File: config.mk
export PLATFORM = sky130hd
export DESIGN_NAME = bffa_rem_unit
export DESIGN_NICKNAME = d
export VERILOG_FILES = /design/src/hdl/bffa_pkg.sv /design/src/hdl/bffa_rem_unit.sv
export SDC_FILE = /design/constraint.sdc
export NUM_CORES = 1
export LEC_CHECK = 0
export ABC_AREA = 1
export BUFFER_PORTS_ARGS = -buffer_cell sky130_fd_sc_hd__buf_2
export CORE_ASPECT_RATIO = 1.2
export CORE_MARGIN = 10
export CORE_UTILIZATION = 30
export DETAILED_ROUTE_END_ITERATION = 16
export RECOVER_POWER = 25
export SYNTH_ARGS = -nofsm -noshare
export SYNTH_HDL_FRONTEND = slang
export SYNTH_SLANG_ARGS = --single-unit
File: constraint.sdc
create_clock -name clk -period 2.4 [get_ports clk]
set_input_delay 0.12 -clock clk [delete_from_list [all_inputs] [get_ports clk]]
set_output_delay 0.12 -clock clk [all_outputs]
set_load 0.02 [all_outputs]
File: src/hdl/bffa_pkg.sv
`default_nettype none
// ----------------------------------------------------------------------------
// bffa_pkg
// Shared types, codes and helpers of the first-fit bitmap allocator.
// ----------------------------------------------------------------------------
package bffa_pkg;

    // Default bitmap size in entries.
    localparam int DEF_MAX_ENTRIES = 8192;

    // Width of one bitmap memory word and of entry numbers.
    localparam int WORD_W   = 32;
    localparam int NUMBER_W = 32;

    // Payload widths of the stream ports.
    localparam int COUNT_W    = 14;
    localparam int STATUS_W   = 2;
    localparam int S_TDATA_W  = 32;
    localparam int M_TDATA_W  = 48;

    // Configuration port.
    localparam int CFG_DATA_W = 16;
    localparam int ENTRIES_W  = 14;
    localparam int GROUP_W    = 16;
    localparam logic CFG_ENTRIES = 1'b0;
    localparam logic CFG_GROUP   = 1'b1;

    // Request kinds.
    localparam logic OP_ALLOC = 1'b0;
    localparam logic OP_FREE  = 1'b1;

    // Result status codes.
    localparam logic [STATUS_W-1:0] STAT_ALLOCATED = 2'd0;
    localparam logic [STATUS_W-1:0] STAT_NONE_FREE = 2'd1;
    localparam logic [STATUS_W-1:0] STAT_FREED     = 2'd2;

    // Position of the lowest clear bit of a word (0 when the word is all ones).
    function automatic logic [4:0] first_zero(input logic [WORD_W-1:0] w);
        logic [4:0] pos;
        pos = '0;
        for (int i = WORD_W - 1; i >= 0; i--)
        begin
            if (!w[i])
            begin
                pos = 5'(i);
            end
        end
        return pos;
    endfunction

endpackage
`default_nettype wire

File: src/hdl/bffa_rem_unit.sv
`default_nettype none
// ----------------------------------------------------------------------------
// bffa_rem_unit
// Bit-serial restoring remainder unit: dividend mod divisor, one quotient
// bit per cycle. The divisor must be nonzero.
// ----------------------------------------------------------------------------
module bffa_rem_unit
    import bffa_pkg::*;
#(
    parameter int DIVISOR_W = 14
)
(
    input  wire logic                 clk,
    input  wire logic                 rst_n,
    input  wire logic                 start,
    input  wire logic [NUMBER_W-1:0]  dividend,
    input  wire logic [DIVISOR_W-1:0] divisor,
    output logic                      done,
    output logic [DIVISOR_W-1:0]      remainder
);

    localparam int STEP_W = $clog2(NUMBER_W);

    logic                 busy_reg;
    logic                 done_reg;
    logic [STEP_W-1:0]    step_reg;
    logic [NUMBER_W-1:0]  shift_reg;
    logic [DIVISOR_W-1:0] divisor_reg;
    logic [DIVISOR_W-1:0] rem_reg;
    logic [DIVISOR_W:0]   trial;
    logic [DIVISOR_W-1:0] rem_next;

    // One restoring step: bring in the next dividend bit, subtract if it fits.
    always_comb
    begin
        trial = {rem_reg, shift_reg[NUMBER_W-1]};
        if (trial >= {1'b0, divisor_reg})
        begin
            rem_next = DIVISOR_W'(trial - {1'b0, divisor_reg});
        end
        else
        begin
            rem_next = trial[DIVISOR_W-1:0];
        end
    end

    // Control: count the steps and flag the last one.
    always_ff @(posedge clk or negedge rst_n)
    begin
        if (!rst_n)
        begin
            busy_reg <= 1'b0;
            done_reg <= 1'b0;
            step_reg <= '0;
        end
        else
        begin
            done_reg <= 1'b0;
            if (start)
            begin
                busy_reg <= 1'b1;
                step_reg <= '0;
            end
            else if (busy_reg)
            begin
                step_reg <= step_reg + 1'b1;
                if (step_reg == STEP_W'(NUMBER_W - 1))
                begin
                    busy_reg <= 1'b0;
                    done_reg <= 1'b1;
                end
            end
        end
    end

    // Datapath.
    always_ff @(posedge clk)
    begin
        if (start)
        begin
            shift_reg   <= dividend;
            divisor_reg <= divisor;
            rem_reg     <= '0;
        end
        else if (busy_reg)
        begin
            shift_reg <= {shift_reg[NUMBER_W-2:0], 1'b0};
            rem_reg   <= rem_next;
        end
    end

    assign done      = done_reg;
    assign remainder = rem_reg;

endmodule
`default_nettype wire

Word-level counts from Yosys, hierarchy flattened. Cells that the tools add are included.

Output and inout port bits: 15. Bits in registers: 67. Logic and storage cells: 22.

Eq/ne operators: 1. Magnitude comparators: 1. Multiplexer cells: 11. $add $sub $neg: 2. Reductions and logical operators: 1.

Operators with widths (count): two-way mux 32 bit (2); greater-or-equal comparator 15 x 14 -> 1 bit (1); two-way mux 14 bit (1); subtractor 14 bit (1); two-way mux 5 bit (2); two-way mux 1 bit (6); adder 5 x 1 -> 5 bit (second input constant) (1); == test 5 bit (second input constant) (1); nonzero test 2 bit (1).

Longest topological paths before layout.
Depth after elaboration: 4. Gate-level depth with buffers: 15. Depth with buffers taken out: 15.

Least setup slack after synthesis. OpenSTA, ideal clock, no wires.

Kind: reg2reg. Start: register rem_reg[8] (netlist: remainder[8]). End: register rem_reg[4] (netlist: remainder[4]). Slack: 0.584 ns. Path buffers: 1. Setup time: 0.149 ns. Stages on the path, launching flop included: 11. Arrival time: 1.666 ns. Cells stage by stage: dfxtp_1 -> ha_1 -> nand2_2 -> inv_1 -> a21oi_2 -> nor2_2 -> nor2_4 -> buf_6 -> nand3_1 -> nand3_2 -> o21ai_2.

Word-level cells in the longest chain between the ends: 2.

RTL lines: start: declaration (line bffa_rem_unit.sv:29) `logic [DIVISOR_W-1:0] rem_reg;`; start signal: assignment (line bffa_rem_unit.sv:88) `rem_reg <= rem_next;`; greater-or-equal comparator 15 x 14 -> 1 bit (line bffa_rem_unit.sv:37) `if (trial >= {1'b0, divisor_reg})`; two-way mux 14 bit (line bffa_rem_unit.sv:37).

No other way between the ends. A chain may end at the register's enable or synchronous reset.

Final worst setup path.
Start: register shift_reg[31]. End: register rem_reg[8] (netlist: remainder[8]).

Word-level cells in the longest chain between the ends: 2.

RTL lines: start: declaration (line bffa_rem_unit.sv:27) `logic [NUMBER_W-1:0] shift_reg;`; start signal: assignment (line bffa_rem_unit.sv:81) `shift_reg <= dividend;`; start signal: assignment (line bffa_rem_unit.sv:87) `shift_reg <= {shift_reg[NUMBER_W-2:0], 1'b0};`; subtractor 14 bit / greater-or-equal comparator 15 x 14 -> 1 bit (equally long branches) (line bffa_rem_unit.sv:39, bffa_rem_unit.sv:37); two-way mux 14 bit * (line bffa_rem_unit.sv:37).

Mark *: on every way between the ends. The rest lies on a longest branch, timed or not.

==> metrics.yaml <==
logic_synthesis:
  synth.top_cells.by_area: "sky130_fd_sc_hd__edfxtp_1 (37%), sky130_fd_sc_hd__nand2_1 (20%), sky130_fd_sc_hd__dfxtp_1 (7.5%)"
  ys_dominant_reg_cell: "sky130_fd_sc_hd__edfxtp_1"
  synth.most_common_cell: "sky130_fd_sc_hd__nand2_1"
  yosysWarnings: 0
  synth.ff_latch_count: 67
  ys_seq_area_share_pct: 49.0
  synth_cells: 467
  unique_masters_post_synth: 34
  syn_area_per_cell_um2: 8.02
  synth-edff-count: 46
  synth_top_cell_area_share_pct: 36.9
  async_reset_ff_share_pct: 10.4
  synth.cell_area_mm2: 0.00375
  netlist_top_cells_count: "sky130_fd_sc_hd__nand2_1 (195), sky130_fd_sc_hd__inv_1 (69), sky130_fd_sc_hd__edfxtp_1 (46)"
  synth_top_area_cell: "sky130_fd_sc_hd__edfxtp_1"
  syn-num-nets: 533
route:
  postRouteWirelength_um: 9380
  via_count: 3193
  avgViaCountPerCell: 4.45
  detail-route-antenna-nets: 0
  drt_iter0_drc: 177
  drt_pass_1_iters: 4
  drc: 0
  routed_wire_length_per_instance_um: 13.1
place:
  dp.final_hpwl_um: 6970
  detailedPlace.worstSlack_ns: 0.347
  io_buffers: 63
  place_inst: 686
  gp_routability_congestion: 0.917
power_and_ir_drop:
  overall_power_of_the_completed_layout_mw: 4.50
  ir_worst_vdd_uv: 387
  p_per_area_mw_per_mm2: 961
  p_leak_nw: 2.40
sta:
  finalWorstSetupSlack_ns: 0.347
  setup_viol_count_final: 0
  post-route-min-period_ns: 2.05
  fin_crit_sh_pct: 85.5
  max_freq_mhz: 487
  timing_hold_violations_final: 0
  totalNegativeSetupSlack_ns: 0
  unrepaired_setup_endpoints_after_global_routing: "no"
  drv_slew: 0
  final.setup_skew_ns: 0.0103
  max_slew_margin_pct: 25.1
  worst_pin_slew_ns: 1.12
worst_setup_path:
  cp-end-kind: "register"
  worstPathCellList: "inv_1 -> ha_1 -> inv_1 -> fa_1 -> inv_1 -> nor2_1 -> nor2_1 -> nor2_1 -> nor3_1 -> o21ai_2 -> nand3_1 -> nand2_1"
  critPathSlowestCell: "sky130_fd_sc_hd__fa_1"
  logic_depth_of_the_worst_path_buffers_included: 12
  worst-path-buf-inv: 3
  critical_path_required_ns: 2.63
  worst-r2r-setup-slack_ns: 0.35
  crit_start: "shift_reg[31]$_DFFE_PP_"
  r2r_start: "shift_reg[31]$_DFFE_PP_"
  setup.worst_path.end: "remainder[8]$_SDFFE_PP0P_"
  worst_path_top_cell_family_by_delay: "simple AND/OR/NAND/NOR gates"
  critical_path_peak_fanout: 3
  setup.worst_path.class: "reg2reg"
  setup.worst_path.start_class: "register"
  critPathArrivalTime_ns: 2.28
  r2r_end: "remainder[8]$_SDFFE_PP0P_"
  worst_path_largest_cell_delay_ns: 0.45
  worstRegToRegCells: 12
global_route:
  first_global_vias: 3422
  global_route.usage.total_pct: 11.3
  grt_antenna_before_repair: 0
  maximum_number_of_pins_on_one_net_before_global_route_repair: 44
  grt_pass1_wl_um: 15800
  grt_remaining_overflow: 0
outcome:
  status: "finished clean"
floorplanning:
  pin_count: 64
  dieArea_mm2: 0.0174
  design.core.area_mm2: 0.0122
  dieWidth_um: 122
  initial_core_util_pct: 30.8
  floorplan.die.height_um: 142
  placement_rows: 44
finish:
  postLayoutCoreUtil_pct: 38.5
  num_antenna_cells: 0
  area_growth_syn_to_layout_pct: 24.9
  drive_gt1_share_pct: 17.4
  largest_register_ffs: 32
  layout_cells_excl_fill: 717
  total_number_of_nets_in_the_final_design: 617
cts:
  cts-buffers-inserted: 9
  max-clock-path-buffers: 2
  cts_tree: "done"
  cts.htree.levels: 3
  numClockSinks: 67
  clock_edge_transition_at_the_registers_on_the_reported_setup_and_hold_paths_ns: 0.06
  insertion_delay_ns: 0.33
  cts.root.buffer_cell: "sky130_fd_sc_hd__clkbuf_16"
worst_hold_path:
  type_of_the_most_critical_hold_path: "in2reg"
  timing.hold.worst.start: "dividend[0]"
job:
  maxcap_violations: 0
what timing repair did:
item                      CTS  global route
hold endpoints to repair   21             0
hold buffers               15             0
buffers inserted            0             0
gates resized for setup     0             0
cell type report:
cell class,instances,area [um2]
sequential,67,1840
timing repair buffer,85,508
fill,1233,7490
clock inverter,7,73.8
tap,161,201
inverter,70,263
multi-input combinational,318,1570
clock buffer,9,225
logic make-up (layout without fill, tap and decap cells):
kind of cell	count (synthesis)	after routing	share of synthesized area (%)
fa+ha+maj	17	17	5.88
buf+inv	82	171	9.01
compound gates	19	19	2.97
xor+xnor	6	6	1.40
simple gates	276	276	31.7
flops	67	67	49.0
report_power, final:
group          switching, mW  internal (mW)  total [mW]
logic                   1.03          0.610        1.64
registers              0.116           1.40        1.52
clock network          0.531          0.810        1.34
metrics by stage:
step / instance area [um2] / hold WS, ns
finish: 4680 / 0.0467
global route: 4680 / 0.0487
CTS: 4690 / 0.0333
detailed placement: 4240 / -0.0349
global placement: 4240 / -0.0403
floorplan: 3750 / -0.176
worst min-delay path: stages:
cell and delay [ns]:
sky130_fd_sc_hd__buf_2 0.07, sky130_fd_sc_hd__nand2_1 0.04, sky130_fd_sc_hd__inv_1 0.04
worst min path at each step:
| stage | to | slack (ns) | depth (start not counted) |
|---|---|---|---|
| after floorplan | busy_reg$_DFF_PN0_ | -0.18 | 0 |
| after global placement | done$_DFF_PN0_ | -0.04 | 1 |
| after detailed placement | done$_DFF_PN0_ | -0.03 | 1 |
| after CTS | shift_reg[0]$_SDFFCE_PN0P_ | 0.03 | 3 |
| after global routing | shift_reg[21]$_DFFE_PP_ | 0.05 | 3 |
| final | shift_reg[0]$_SDFFCE_PN0P_ | 0.05 | 3 |
cells in the final DEF (no fill, tap or decap), types with 9 or more instances in the layout:
master and n:
sky130_fd_sc_hd__nand2_1 195, sky130_fd_sc_hd__inv_1 69, sky130_fd_sc_hd__buf_2 58, sky130_fd_sc_hd__edfxtp_1 46, sky130_fd_sc_hd__nand3_1 30, sky130_fd_sc_hd__nor2_1 17
sky130_fd_sc_hd__ha_1 16, sky130_fd_sc_hd__dlygate4sd3_1 15, sky130_fd_sc_hd__dfxtp_1 14, sky130_fd_sc_hd__clkbuf_16 9
per-layer routing:
layer  share of wire (%)  track usage [%]
met1                  43             12.8
met2                  49             19.1
met3                 6.2             3.97
met4                 2.2             3.90
met5                   0                0
Power figures use the tool's default switching activity.
